[src/rtl/tdec_pkg.sv]
package tdec_pkg;

    // Queue depths, powers of two so that the pointers wrap by themselves
    localparam int MID_DEPTH = 2;
    localparam int RES_DEPTH = 4;

    // Characters the decoder looks for
    localparam logic [7:0] CH_OPEN  = 8'h5B;
    localparam logic [7:0] CH_CLOSE = 8'h5D;
    localparam logic [7:0] CH_B     = 8'h62;
    localparam logic [7:0] CH_R     = 8'h72;
    localparam logic [7:0] CH_U     = 8'h75;
    localparam logic [7:0] CH_ZERO  = 8'h30;
    localparam logic [7:0] CH_NINE  = 8'h39;

    localparam logic [15:0] CODE_NEWLINE = 16'd10;

    // Input beat
    typedef struct packed {
        logic [7:0] in_byte;
        logic       in_end;
    } in_item_t;

    // Result beat
    typedef struct packed {
        logic [15:0] code_unit;
        logic        run_last;
        logic        string_done;
    } out_item_t;

    // Classified input beat, front to back
    typedef struct packed {
        in_item_t item;
        logic     is_open;
        logic     is_close;
        logic     is_lead;
    } cls_item_t;

endpackage

[src/rtl/tdec_front.sv]
module tdec_front (
    input  logic                 clk,
    input  logic                 rst_n,
    input  logic                 push,
    output logic                 full,
    input  tdec_pkg::in_item_t   item,
    output logic                 q_vld,
    output tdec_pkg::cls_item_t  q_head,
    input  logic                 deq
);
    import tdec_pkg::*;

    localparam int PTR_W = $clog2(MID_DEPTH);
    localparam int CNT_W = $clog2(MID_DEPTH + 1);

    cls_item_t          slot_reg [MID_DEPTH];
    logic [PTR_W-1:0]   wr_ptr_reg;
    logic [PTR_W-1:0]   rd_ptr_reg;
    logic [CNT_W-1:0]   fill_reg;
    logic [CNT_W-1:0]   fill_next;
    cls_item_t          cls;
    logic               enq;

    // Classify the incoming byte
    always_comb
    begin
        cls.item     = item;
        cls.is_open  = (item.in_byte == CH_OPEN);
        cls.is_close = (item.in_byte == CH_CLOSE);
        cls.is_lead  = item.in_byte[7];
    end

    assign full   = (fill_reg == CNT_W'(MID_DEPTH));
    assign enq    = push && !full;
    assign q_vld  = (fill_reg != '0);
    assign q_head = slot_reg[rd_ptr_reg];

    // Track the fill level
    always_comb
    begin
        fill_next = fill_reg;
        if (enq && !deq)
        begin
            fill_next = fill_reg + CNT_W'(1);
        end
        else if (deq && !enq)
        begin
            fill_next = fill_reg - CNT_W'(1);
        end
    end

    // Advance the pointers
    always_ff @(posedge clk or negedge rst_n)
    begin
        if (!rst_n)
        begin
            wr_ptr_reg <= '0;
            rd_ptr_reg <= '0;
            fill_reg   <= '0;
        end
        else
        begin
            fill_reg <= fill_next;
            if (enq)
            begin
                wr_ptr_reg <= wr_ptr_reg + PTR_W'(1);
            end
            if (deq)
            begin
                rd_ptr_reg <= rd_ptr_reg + PTR_W'(1);
            end
        end
    end

    // Hold the classified beats
    always_ff @(posedge clk)
    begin
        if (enq)
        begin
            slot_reg[wr_ptr_reg] <= cls;
        end
    end

endmodule

[src/rtl/tdec_back.sv]
module tdec_back #(
    parameter int MAX_COMMAND = 15
) (
    input  logic                 clk,
    input  logic                 rst_n,
    input  logic                 q_vld,
    input  tdec_pkg::cls_item_t  q_head,
    output logic                 deq,
    input  logic                 rq_full,
    output logic                 rq_push,
    output tdec_pkg::out_item_t  rq_data
);
    import tdec_pkg::*;

    localparam int CNT_W = $clog2(MAX_COMMAND + 1);
    localparam int IDX_W = $clog2(MAX_COMMAND);

    typedef enum logic [3:0] {
        ST_TEXT = 4'b0001,
        ST_LEAD = 4'b0010,
        ST_CMD  = 4'b0100,
        ST_NUM  = 4'b1000
    } st_t;

    st_t               st_reg,        st_next;
    logic [CNT_W-1:0]  cnt_reg,       cnt_next;
    logic [7:0]        lead_reg,      lead_next;
    logic [15:0]       val_reg,       val_next;
    logic              used_reg,      used_next;
    logic              held_vld_reg,  held_vld_next;
    logic [15:0]       held_code_reg, held_code_next;
    logic              flush_reg,     flush_next;
    logic [7:0]        cmd_reg [MAX_COMMAND];

    logic              go;
    logic              fin;
    logic [7:0]        in_byte;
    logic [7:0]        rb;
    logic              replay;
    logic              rb_last;
    logic              rb_digit;
    logic [7:0]        digit_val;
    logic [15:0]       val_step;
    logic              is_br;
    logic              is_u;
    logic              cnt_full;
    logic [CNT_W-1:0]  cnt_dec;
    logic [CNT_W-1:0]  cnt_inc;
    logic              e_vld;
    logic [15:0]       e_code;
    logic              act_final;
    logic              shift_en;
    logic              app_en;
    logic              retire;

    assign go        = q_vld && !rq_full;
    assign fin       = q_head.item.in_end;
    assign in_byte   = q_head.item.in_byte;
    assign rb        = cmd_reg[0];
    assign replay    = ((st_reg == ST_TEXT) || (st_reg == ST_LEAD)) && (cnt_reg != '0);
    assign rb_last   = (cnt_reg == CNT_W'(1)) && used_reg;
    assign rb_digit  = rb inside {[CH_ZERO:CH_NINE]};
    assign digit_val = rb - CH_ZERO;
    assign val_step  = {val_reg[12:0], 3'b000} + {val_reg[14:0], 1'b0} + {8'h00, digit_val};
    assign is_br     = (cnt_reg == CNT_W'(2)) && (cmd_reg[0] == CH_B) && (cmd_reg[1] == CH_R);
    assign is_u      = (cnt_reg != '0) && (cmd_reg[0] == CH_U);
    assign cnt_full  = (cnt_reg == CNT_W'(MAX_COMMAND));
    assign cnt_dec   = cnt_reg - CNT_W'(1);
    assign cnt_inc   = cnt_reg + CNT_W'(1);

    // One action per cycle when go is set; codes may wait in the held slot
    always_comb
    begin
        st_next        = st_reg;
        cnt_next       = cnt_reg;
        lead_next      = lead_reg;
        val_next       = val_reg;
        used_next      = used_reg;
        held_vld_next  = held_vld_reg;
        held_code_next = held_code_reg;
        flush_next     = flush_reg;
        e_vld          = 1'b0;
        e_code         = '0;
        act_final      = 1'b0;
        shift_en       = 1'b0;
        app_en         = 1'b0;
        retire         = 1'b0;
        rq_push        = 1'b0;
        rq_data        = '0;

        if (go)
        begin
            if (flush_reg)
            begin
                // close the item with the held code
                act_final = 1'b1;
            end
            else if (st_reg == ST_NUM)
            begin
                // accumulate decimal digits of a numeric command, then emit its value
                if ((cnt_reg == '0) || !rb_digit)
                begin
                    e_vld     = 1'b1;
                    e_code    = val_reg;
                    act_final = 1'b1;
                    st_next   = ST_TEXT;
                    cnt_next  = '0;
                end
                else
                begin
                    val_next = val_step;
                    shift_en = 1'b1;
                    cnt_next = cnt_dec;
                end
            end
            else if ((st_reg == ST_CMD) && used_reg)
            begin
                // judge a command cut short by the end of the string
                if (is_br)
                begin
                    e_vld     = 1'b1;
                    e_code    = CODE_NEWLINE;
                    act_final = 1'b1;
                    st_next   = ST_TEXT;
                    cnt_next  = '0;
                end
                else if (is_u)
                begin
                    st_next  = ST_NUM;
                    shift_en = 1'b1;
                    cnt_next = cnt_dec;
                    val_next = '0;
                end
                else
                begin
                    e_vld     = 1'b1;
                    e_code    = {8'h00, CH_OPEN};
                    st_next   = ST_TEXT;
                    act_final = (cnt_reg == '0);
                end
            end
            else if (replay)
            begin
                // decode the oldest byte of a rejected command again
                shift_en = 1'b1;
                cnt_next = cnt_dec;
                if (st_reg == ST_LEAD)
                begin
                    e_vld     = 1'b1;
                    e_code    = {5'b00000, lead_reg[4:0], rb[5:0]};
                    st_next   = ST_TEXT;
                    act_final = rb_last;
                end
                else if (rb == CH_OPEN)
                begin
                    if (rb_last)
                    begin
                        e_vld     = 1'b1;
                        e_code    = {8'h00, CH_OPEN};
                        act_final = 1'b1;
                    end
                    else
                    begin
                        // the rest of the buffer becomes the new command
                        st_next = ST_CMD;
                    end
                end
                else if (rb[7])
                begin
                    if (rb_last)
                    begin
                        e_vld     = 1'b1;
                        e_code    = {5'b00000, rb[4:0], 6'b000000};
                        act_final = 1'b1;
                    end
                    else
                    begin
                        st_next   = ST_LEAD;
                        lead_next = rb;
                    end
                end
                else
                begin
                    e_vld     = 1'b1;
                    e_code    = {8'h00, rb};
                    act_final = rb_last;
                end
            end
            else
            begin
                // take the byte of the current beat
                case (st_reg)
                    ST_TEXT:
                    begin
                        act_final = 1'b1;
                        if (q_head.is_open)
                        begin
                            if (fin)
                            begin
                                e_vld  = 1'b1;
                                e_code = {8'h00, CH_OPEN};
                            end
                            else
                            begin
                                st_next  = ST_CMD;
                                cnt_next = '0;
                            end
                        end
                        else if (q_head.is_lead)
                        begin
                            if (fin)
                            begin
                                e_vld  = 1'b1;
                                e_code = {5'b00000, in_byte[4:0], 6'b000000};
                            end
                            else
                            begin
                                st_next   = ST_LEAD;
                                lead_next = in_byte;
                            end
                        end
                        else
                        begin
                            e_vld  = 1'b1;
                            e_code = {8'h00, in_byte};
                        end
                    end
                    ST_LEAD:
                    begin
                        e_vld     = 1'b1;
                        e_code    = {5'b00000, lead_reg[4:0], in_byte[5:0]};
                        act_final = 1'b1;
                        st_next   = ST_TEXT;
                    end
                    ST_CMD:
                    begin
                        if (cnt_full || q_head.is_close)
                        begin
                            if (is_br)
                            begin
                                e_vld     = 1'b1;
                                e_code    = CODE_NEWLINE;
                                act_final = 1'b1;
                                st_next   = ST_TEXT;
                                cnt_next  = '0;
                                used_next = 1'b1;
                            end
                            else if (is_u)
                            begin
                                st_next   = ST_NUM;
                                shift_en  = 1'b1;
                                cnt_next  = cnt_dec;
                                val_next  = '0;
                                used_next = 1'b1;
                            end
                            else
                            begin
                                // reject: replay the buffer, then this byte
                                e_vld   = 1'b1;
                                e_code  = {8'h00, CH_OPEN};
                                st_next = ST_TEXT;
                            end
                        end
                        else
                        begin
                            app_en    = 1'b1;
                            cnt_next  = cnt_inc;
                            used_next = 1'b1;
                            act_final = !fin;
                        end
                    end
                    default:
                    begin
                        st_next = ST_TEXT;
                    end
                endcase
            end

            // Stage codes so the last one of a beat can carry run_last
            if (e_vld && held_vld_reg)
            begin
                rq_push           = 1'b1;
                rq_data.code_unit = held_code_reg;
                held_code_next    = e_code;
                if (act_final)
                begin
                    flush_next = 1'b1;
                end
            end
            else if (e_vld)
            begin
                if (act_final)
                begin
                    rq_push             = 1'b1;
                    rq_data.code_unit   = e_code;
                    rq_data.run_last    = 1'b1;
                    rq_data.string_done = fin;
                    retire              = 1'b1;
                end
                else
                begin
                    held_vld_next  = 1'b1;
                    held_code_next = e_code;
                end
            end
            else if (act_final)
            begin
                if (held_vld_reg)
                begin
                    rq_push             = 1'b1;
                    rq_data.code_unit   = held_code_reg;
                    rq_data.run_last    = 1'b1;
                    rq_data.string_done = fin;
                    held_vld_next       = 1'b0;
                end
                retire = 1'b1;
            end

            if (retire)
            begin
                used_next  = 1'b0;
                flush_next = 1'b0;
            end
        end
    end

    assign deq = retire;

    // Hold control state
    always_ff @(posedge clk or negedge rst_n)
    begin
        if (!rst_n)
        begin
            st_reg       <= ST_TEXT;
            cnt_reg      <= '0;
            used_reg     <= 1'b0;
            held_vld_reg <= 1'b0;
            flush_reg    <= 1'b0;
        end
        else
        begin
            st_reg       <= st_next;
            cnt_reg      <= cnt_next;
            used_reg     <= used_next;
            held_vld_reg <= held_vld_next;
            flush_reg    <= flush_next;
        end
    end

    // Hold payload
    always_ff @(posedge clk)
    begin
        lead_reg      <= lead_next;
        val_reg       <= val_next;
        held_code_reg <= held_code_next;
    end

    // Shift out the oldest command byte, or append a new one
    always_ff @(posedge clk)
    begin
        if (shift_en)
        begin
            for (int i = 0; i < MAX_COMMAND - 1; i++)
            begin
                cmd_reg[i] <= cmd_reg[i + 1];
            end
        end
        else if (app_en)
        begin
            cmd_reg[cnt_reg[IDX_W-1:0]] <= in_byte;
        end
    end

endmodule

[src/rtl/tdec_rq.sv]
module tdec_rq (
    input  logic                 clk,
    input  logic                 rst_n,
    input  logic                 push,
    output logic                 full,
    input  tdec_pkg::out_item_t  wr_data,
    input  logic                 pop,
    output logic                 empty,
    output tdec_pkg::out_item_t  rd_data
);
    import tdec_pkg::*;

    localparam int PTR_W = $clog2(RES_DEPTH);
    localparam int CNT_W = $clog2(RES_DEPTH + 1);

    out_item_t          slot_reg [RES_DEPTH];
    logic [PTR_W-1:0]   wr_ptr_reg;
    logic [PTR_W-1:0]   rd_ptr_reg;
    logic [CNT_W-1:0]   fill_reg;
    logic [CNT_W-1:0]   fill_next;
    logic               wr_en;
    logic               rd_en;

    assign full    = (fill_reg == CNT_W'(RES_DEPTH));
    assign empty   = (fill_reg == '0);
    assign wr_en   = push && !full;
    assign rd_en   = pop && !empty;
    assign rd_data = slot_reg[rd_ptr_reg];

    // Track the fill level
    always_comb
    begin
        fill_next = fill_reg;
        if (wr_en && !rd_en)
        begin
            fill_next = fill_reg + CNT_W'(1);
        end
        else if (rd_en && !wr_en)
        begin
            fill_next = fill_reg - CNT_W'(1);
        end
    end

    // Advance the pointers
    always_ff @(posedge clk or negedge rst_n)
    begin
        if (!rst_n)
        begin
            wr_ptr_reg <= '0;
            rd_ptr_reg <= '0;
            fill_reg   <= '0;
        end
        else
        begin
            fill_reg <= fill_next;
            if (wr_en)
            begin
                wr_ptr_reg <= wr_ptr_reg + PTR_W'(1);
            end
            if (rd_en)
            begin
                rd_ptr_reg <= rd_ptr_reg + PTR_W'(1);
            end
        end
    end

    // Hold the result beats
    always_ff @(posedge clk)
    begin
        if (wr_en)
        begin
            slot_reg[wr_ptr_reg] <= wr_data;
        end
    end

endmodule

[src/rtl/escape_and_utf8_text_decoder.sv]
// Channel   Handshake      Payload          Beat
// input     push / full    item   (8+1b)    one byte of the string, end flag
// result    empty / pop    result (16+1+1b) one code unit, last-of-step, end of string
//
// Steps: the back end decodes a plain byte, a two-byte pair or a buffered command byte
// as one action; when the last code of a step comes right after another code of that
// step, a further action closes the step. A rejected command emits its bracket and
// then replays the buffered bytes one at a time, a numeric command takes its digits one
// at a time, and every replayed byte can open a command that is rejected again; all of
// this is run by the single back-end sequencer.
// Reset: rst_n clears queues and decoder state at once; no clearing pass is needed.
// Stalls: a two-beat queue decouples intake from decode; decode holds while the
// four-beat result queue is full.
module escape_and_utf8_text_decoder #(
    parameter int MAX_COMMAND = 15
) (
    input  logic                 clk,
    input  logic                 rst_n,
    input  logic                 push,
    output logic                 full,
    input  tdec_pkg::in_item_t   item,
    output logic                 empty,
    input  logic                 pop,
    output tdec_pkg::out_item_t  result
);
    import tdec_pkg::*;

    logic       q_vld;
    cls_item_t  q_head;
    logic       deq;
    logic       rq_full;
    logic       rq_push;
    out_item_t  rq_data;

    tdec_front u_front (
        .clk    (clk),
        .rst_n  (rst_n),
        .push   (push),
        .full   (full),
        .item   (item),
        .q_vld  (q_vld),
        .q_head (q_head),
        .deq    (deq)
    );

    tdec_back #(
        .MAX_COMMAND (MAX_COMMAND)
    ) u_back (
        .clk     (clk),
        .rst_n   (rst_n),
        .q_vld   (q_vld),
        .q_head  (q_head),
        .deq     (deq),
        .rq_full (rq_full),
        .rq_push (rq_push),
        .rq_data (rq_data)
    );

    tdec_rq u_rq (
        .clk     (clk),
        .rst_n   (rst_n),
        .push    (rq_push),
        .full    (rq_full),
        .wr_data (rq_data),
        .pop     (pop),
        .empty   (empty),
        .rd_data (result)
    );

endmodule

[config.mk]
export PLATFORM = sky130hd
export DESIGN_NAME = escape_and_utf8_text_decoder
export DESIGN_NICKNAME = d
export VERILOG_FILES = /design/src/rtl/tdec_pkg.sv /design/src/rtl/tdec_front.sv /design/src/rtl/tdec_back.sv /design/src/rtl/tdec_rq.sv /design/src/rtl/escape_and_utf8_text_decoder.sv
export SDC_FILE = /design/constraint.sdc
export NUM_CORES = 1
export LEC_CHECK = 0
export ABC_AREA = 1
export BUFFER_PORTS_ARGS = -buffer_cell sky130_fd_sc_hd__buf_2
export CORE_ASPECT_RATIO = 0.5
export CORE_MARGIN = 4
export CORE_UTILIZATION = 31
export DETAILED_ROUTE_END_ITERATION = 7
export GPL_ROUTABILITY_DRIVEN = 0
export SYNTH_ARGS = -nofsm -noshare
export SYNTH_HDL_FRONTEND = slang
export SYNTH_HIERARCHICAL = 1
export SYNTH_SLANG_ARGS = --single-unit
export TNS_END_PERCENT = 100
[constraint.sdc]
create_clock -name clk -period 4.97 [get_ports clk]
set_input_delay 0.2485 -clock clk [delete_from_list [all_inputs] [get_ports clk]]
set_output_delay 0.2485 -clock clk [all_outputs]
set_load 0.005 [all_outputs]
Word level (Yosys, flattened, before mapping)
Memory sizes are Yosys's and may differ from the RTL's.
Index checks and enable logic that the tools add are counted.
{ "classes": {"n_addsub": 13, "magnitude_cmp": 2, "n_eq_ne": 37, "muxes": 159, "bitwise": 4, "n_reduce_logical": 54} }
{ "op_table": {"columns": ["operator", "count"], "rows": [
  ["2-to-1 mux 16 bit", 22],
  ["2-to-1 mux 4 bit", 26],
  ["2-to-1 mux 18 bit", 5],
  ["2-to-1 mux 1 bit", 79],
  ["== test 8 x 7 -> 1 bit, second input constant", 6],
  ["one-hot mux 16 bit (3 select lines)", 1],
  ["2-to-1 mux 5 bit", 9],
  ["2-to-1 mux 11 bit", 4],
  ["inequality test 2 bit, second input constant", 12],
  ["2-to-1 mux 7 bit", 3],
  ["nonzero test 2 bit", 10],
  ["adder 16 bit", 1],
  ["adder 16 x 8 -> 16 bit", 1],
  ["logical AND 1 bit", 16],
  ["one-hot mux 4 bit (2 select lines)", 2],
  ["inequality test 6 x 5 -> 1 bit, second input constant", 2],
  ["AND reduction 12 bit", 1],
  ["inequality test 5 bit, second input constant", 2],
  ["logical NOT 1 bit", 9],
  ["== test 4 x 1 -> 1 bit, second input constant", 2],
  ["== test 4 x 2 -> 1 bit, second input constant", 2],
  ["== test 4 bit, second input constant", 2],
  [">= comparator 8 x 6 -> 1 bit, second input constant", 1],
  ["less-or-equal comparator 8 x 6 -> 1 bit, second input constant", 1],
  ["36 further kinds", 50]
]} }
{ "totals": {"ff_bits": 59, "ramBits": 216, "elab_cells": 286, "n_memories": 3} }
{ "memory_table": {"columns": ["memory", "depth", "word_bits", "rd", "rd_clocked_by_memory_dff", "write_ports", "line_no", "rtl"], "rows": [
  ["u_back.cmd_reg", 15, 8, 15, 0, 14, "tdec_back.sv:33", "logic [7:0] cmd_reg [MAX_COMMAND];"],
  ["u_rq.slot_reg", 4, 18, 1, 0, 1, "tdec_rq.sv:16", "out_item_t slot_reg [RES_DEPTH];"],
  ["u_front.slot_reg", 2, 12, 1, 0, 1, "tdec_front.sv:16", "cls_item_t slot_reg [MID_DEPTH];"]
]} }

Longest topological paths before layout
An unclocked memory read counts as a cell.
{ "depth": {"depth_word": 21, "mapped_depth": 24, "ltp_nobuf": 23} }

Modules after synthesis
The synthesis kept the hierarchy.
{ "modules_own_cells": {"columns": ["module", "n_inst", "cells_each", "area_per_inst_um2"], "rows": [
  ["tdec_back", 1, 1066, 9779.4],
  ["tdec_rq", 1, 270, 3338.2],
  ["tdec_front", 1, 72, 1096.1]
]} }

Least setup slack after synthesis
OpenSTA, ideal clock, no wires.
{ "synth_path": {"path_type": "flip-flop to flip-flop", "from": "register u_back.cnt_reg[0]", "to": "register u_back.val_reg[0] (enable)", "arrival_ns": 3.184, "required_time_ns": 4.540, "path_slack_ns": 1.356, "path_stages_with_launch": 11, "n_path_buf": 2, "period_less_slack_ns": 3.614, "cell_sequence": "dfrtp_1 > inv_1 > ha_1 > nand2_4 > nand2_2 > buf_6 > buf_6 > a21oi_1 > inv_1 > a21oi_1 > nor4_1"} }
{ "synth_via": {"elab_chain_len": 4, "word_cells_on_any_way": 10} }
{ "synth_rtl": {"columns": ["item", "line_no", "rtl"], "rows": [
  ["start: declaration", "tdec_back.sv:26", "logic [CNT_W-1:0] cnt_reg, cnt_next;"],
  ["start signal: assignment", "tdec_back.sv:343", "cnt_reg <= cnt_next;"],
  ["nonzero test 4 bit, or another cell as far along", "tdec_back.sv:60, tdec_back.sv:66", null],
  ["logical AND 1 bit, or another cell as far along", "tdec_back.sv:60", "assign replay = ((st_reg == ST_TEXT) || (st_reg == ST_LEAD)) && (cnt_reg != '0);"],
  ["inequality test 3 bit (no source line), or another cell as far along", null, null],
  ["AND reduction 6 bit (no source line) (*)", null, null],
  ["end signal: assignment", "tdec_back.sv:354", "val_reg <= val_next;"],
  ["end: declaration", "tdec_back.sv:28", "logic [15:0] val_reg, val_next;"]
]} }
Mark *: on every way between the ends. The rest lies on a longest branch, timed or not.
A chain may end at the register's enable or synchronous reset.

Worst setup path after layout
{ "layout_path": {"from": "register u_back.cnt_reg[0]", "to": "register u_rq.fill_reg[2]"} }
{ "layout_via": {"elab_chain_len": 19, "word_cells_on_any_way": 51} }
{ "layout_rtl": {"columns": ["item", "line_no", "rtl"], "rows": [
  ["== test 4 x 2 -> 1 bit or == test 4 x 1 -> 1 bit (tied branches)", "tdec_back.sv:65, tdec_back.sv:61", null],
  ["logical AND 1 bit (on tied branches)", "tdec_back.sv:65, tdec_back.sv:61", null],
  ["logical AND 1 bit or 2-to-1 mux 1 bit (tied branches)", "tdec_back.sv:65, tdec_back.sv:156, tdec_back.sv:170", null],
  ["2-to-1 mux 1 bit (on tied branches)", "tdec_back.sv:239, tdec_back.sv:168", null],
  ["2-to-1 mux 1 bit (on tied branches)", "tdec_back.sv:237, tdec_back.sv:154", null],
  ["one-hot mux 1 bit (2 select lines) or 2-to-1 mux 1 bit (tied branches)", "tdec_back.sv:192, tdec_back.sv:147", null],
  ["2-to-1 mux 1 bit", "tdec_back.sv:142", "else if (replay)"],
  ["2-to-1 mux 1 bit", "tdec_back.sv:116", "else if ((st_reg == ST_CMD) && used_reg)"],
  ["(+5 left out)", null, null],
  ["2-to-1 mux 1 bit (*)", "tdec_back.sv:280", "if (e_vld && held_vld_reg)"],
  ["2-to-1 mux 1 bit (*)", "tdec_back.sv:91", "if (go)"],
  ["named net rq_push", "escape_and_utf8_text_decoder.sv:32", "logic rq_push;"],
  ["logical AND 1 bit (*)", "tdec_rq.sv:26", "assign wr_en = push && !full;"],
  ["named net u_rq.wr_en", "tdec_rq.sv:21", "logic wr_en;"],
  ["logical NOT 1 bit", "tdec_rq.sv:38", "else if (rd_en && !wr_en)"],
  ["logical AND 1 bit", "tdec_rq.sv:38", null],
  ["nonzero test 2 bit (no source line)", null, null],
  ["end signal: assignment", "tdec_rq.sv:55", "fill_reg <= fill_next;"],
  ["end: declaration", "tdec_rq.sv:19", "logic [CNT_W-1:0] fill_reg;"]
]} }
Mark *: on every way through the listed nets, which the timed path passes. The rest lies on a longest branch. The select of a mux whose other input is x is not followed.

==> results.py <==
metrics = {
    "cells_and_area": {
        "syn2layout_area_growth_pct": 10.7,
        "fin_util_pct": 34.7,
        "drive_above_1_share_pct": 10.8,
        "multi_input_area_um2": 5090,
        "finalNetCount": 1490,
        "seq_area_um2": 8090,
        "nFillCells": 4546,
        "n_antenna_cell": 0,
        "largest_reg_flops": 120,
        "fin_area_um2": 15700,
        "final_cell_mix": "nand2_1, edfxtp_1, inv_1",
        "layout_commonest_cell": "nand2_1",
    },
    "grt": {
        "grt_pass1_wl_um": 49700,
        "antenna_found_initial": 0,
        "grt.total_usage_pct": 12.1,
        "grt_pass1_vias": 9271,
        "overflow": 0,
        "grt_max_degree": 50,
    },
    "critical_path": {
        "start_kind": "flip-flop",
        "worstPathMaxFanout": 29,
        "worstSetupEndpointType": "flip-flop",
        "crit_path_end": "u_rq/fill_reg[2]",
        "reg2reg_from": "u_back/cnt_reg[0]",
        "reg2reg_slack_ns": 1.01,
        "required_ns": 5.41,
        "cp.arrival_ns": 4.40,
        "r2r_end": "u_rq/fill_reg[2]",
        "startpoint": "u_back/cnt_reg[0]",
        "reg2reg_depth": 21,
        "path_class": "reg2reg",
    },
    "detailed_routing": {
        "ant_nets": 0,
        "drt_first_pass_iters": 6,
        "drt_wl_total_um": 30700,
        "drtIter0Drc": 623,
        "num_vias": 9778,
        "drt-vias-per-instance": 4.77,
        "avgRoutedWirePerCell_um": 15.0,
        "drc": 0,
    },
    "sta": {
        "tightest_slew_ns": 0.993,
        "setup_tns_ns": 0,
        "fin_skew_ns": 0.0151,
        "rsz0062_at_grt": "false",
        "relSlewSlack_pct": 33.5,
        "setup_viol_count_final": 0,
        "fin_crit_ns": 3.96,
        "post-route-period-util_pct": 79.7,
        "max_freq_ghz": 0.252,
        "hold_viol_final": 0,
        "drv_slew": 0,
    },
    "logic_synthesis": {
        "syn_avg_cell_area_um2": 10.1,
        "syn-instance-count": 1408,
        "synthTopCellsByArea": "edfxtp_1, nand2_1, o21ai_0, inv_1, dfrtp_1",
        "synthDistinctLibCells": 56,
        "synth_enable_flop_cells": 251,
        "synth_seq_cells": 273,
        "synth.top_cell.area_share_pct": 53.0,
        "syn_area_um2": 14200,
        "ys.flop_type": "edfxtp_1",
        "ys_warn_count": 6,
        "yosysTopAreaCell": "edfxtp_1",
        "synth-seq-area-share_pct": 56.9,
        "synth_nets": 1464,
        "ys_async_sr_fraction_pct": 8.06,
    },
    "worst_hold_path": {
        "holdCritPathClass": "in2reg",
    },
    "placement": {
        "io_buffers": 32,
        "postPlaceCellArea_um2": 14800,
        "post-dp-hpwl_um": 21700,
    },
    "clock_tree": {
        "clock-sinks": 273,
        "ctsRootBufferMaster": "clkbuf_16",
        "cts_made_buffers": 27,
        "clock_latency_ns": 0.55,
        "cts_max_level": 1,
        "tritoncts": "yes",
        "path_clk_slew_ns": 0.06,
        "cts_buffer_depth": 3,
    },
    "pwr": {
        "power_leakage_nw": 6.67,
        "vdd_drop_max_mv": 0.270,
        "cellPowerDensity_nw_per_um2": 703,
    },
    "die": {
        "die_w_um": 311,
        "rows": 55,
        "ioPinCount": 33,
        "start_util_pct": 31.4,
        "dieArea_um2": 49500,
        "die_y_um": 159,
        "placeableCoreArea_um2": 45300,
    },
    "flow_run": {
        "max-cap-violations": 0,
    },
    "status": {
        "status": "finished, final reports clean",
    },
}
[Yosys cell counts (3+ instances only)]
master	n
o211ai_2	3
clkbuf_1	12
inv_1	149
fa_1	7
dfrtp_1	21
nor3_1	10
edfxtp_1	251
nand4_1	17
nand2_2	11
o21ai_1	49
a31oi_1	6
buf_2	13
inv_2	7
nand3_1	70
o211ai_1	37
nand3_4	7
a21oi_1	39
xnor2_1	5
buf_6	24
nor2_8	4
nand2_1	367
nor2_1	73
ha_1	36
nor2_2	6
nand2_4	9
o21ai_0	114
a21o_1	3
buf_4	5
mux2_4	9
xor2_1	5
nand3_2	6
[cells by family after synthesis]
family,after synthesis,synth area share (%)
AOI/OAI and AO/OA,268,10.8
xor gates and xnor gates,10,0.616
adders and majority gates,43,4.15
buffers and inverters,215,7.32
DFF,273,56.9
muxes,11,1.11
and+or+nand+nor,588,19.1
[per-layer routing]
| layer | vias up | wire length (um) | global-route usage (%) | part of all wire [%] |
|---|---|---|---|---|
| met5 | - | 0 | 0 | 0 |
| met4 | 0 | 582 | 2.70 | 1.9 |
| met3 | 41 | 1680 | 2.16 | 5.5 |
| met1 | 4616 | 13600 | 15.9 | 44 |
| li1 | 4867 | - | - | - |
| met2 | 254 | 14800 | 21.1 | 48 |
[stage by stage]
step | cells | setup slack [ns] | total power, mW | hold slack (ns)
after floorplan | 1408 | 1.36 | 7.89 | -0.0471
after global placement | 1992 | 1.23 | 9.05 | 0.332
after detailed placement | 1992 | 1.07 | 9.15 | 0.324
after CTS | 2052 | 1.03 | 11.2 | 0.00165
after global routing | 2052 | 0.620 | 12.0 | 0.0170
final | 2052 | 1.01 | 11.1 | 0.0306
[layout make-up]
type,count,area share (%)
Tap cell,598,4.76
Sequential cell,273,51.4
Multi-Input combinational cell,920,32.4
Clock buffer,30,4.37
Clock inverter,19,1.04
Timing Repair Buffer,53,2.20
Inverter,159,3.85
[critical path: stages (launching register included)]
cell	delay (ns)
dfrtp_1	0.42
inv_1	0.22
ha_1	0.46
nand2_4	0.17
nand2_2	0.43
nor2_1	0.08
nand2_1	0.09
nand2_2	0.09
nand2_1	0.08
nand2_2	0.07
nand3_4	0.16
nand3_1	0.13
o21ai_0	0.20
nand2_1	0.23
inv_1	0.10
ha_1	0.17
inv_1	0.08
fa_1	0.39
nand2_1	0.10
nand3_1	0.08
nand2_1	0.06
nand2_1	0.04
[power breakdown]
group          leakage, nW  internal (mW)  switching, mW  total, mW
Sequential            2.61           4.04          0.433       4.48
Combinational         3.64           1.40           3.21       4.61
Clock                0.414           1.11          0.861       1.97
[worst min-delay path by stage]
stage	from	end	slack (ns)	cells after the start
3_3_place_gp	rst_n	u_back/used_reg	0.33	1
3_5_place_dp	rst_n	u_rq/wr_ptr_reg[1]	0.32	1
5_1_grt	push	u_front/wr_ptr_reg	0.02	4
6_report	push	u_front/wr_ptr_reg	0.03	4
4_1_cts	push	u_front/wr_ptr_reg	0.002	4
2_1_floorplan	rst_n	u_back/cnt_reg[0]	-0.05	0
[timing repair]
item	CTS	global route
buffers inserted	0	0
hold buffers	11	0
gates resized for setup	0	0
hold endpoints to repair	40	0
endpoints found under the setup margin	0	0
Note: power is estimated with default switching activity, not from simulation.
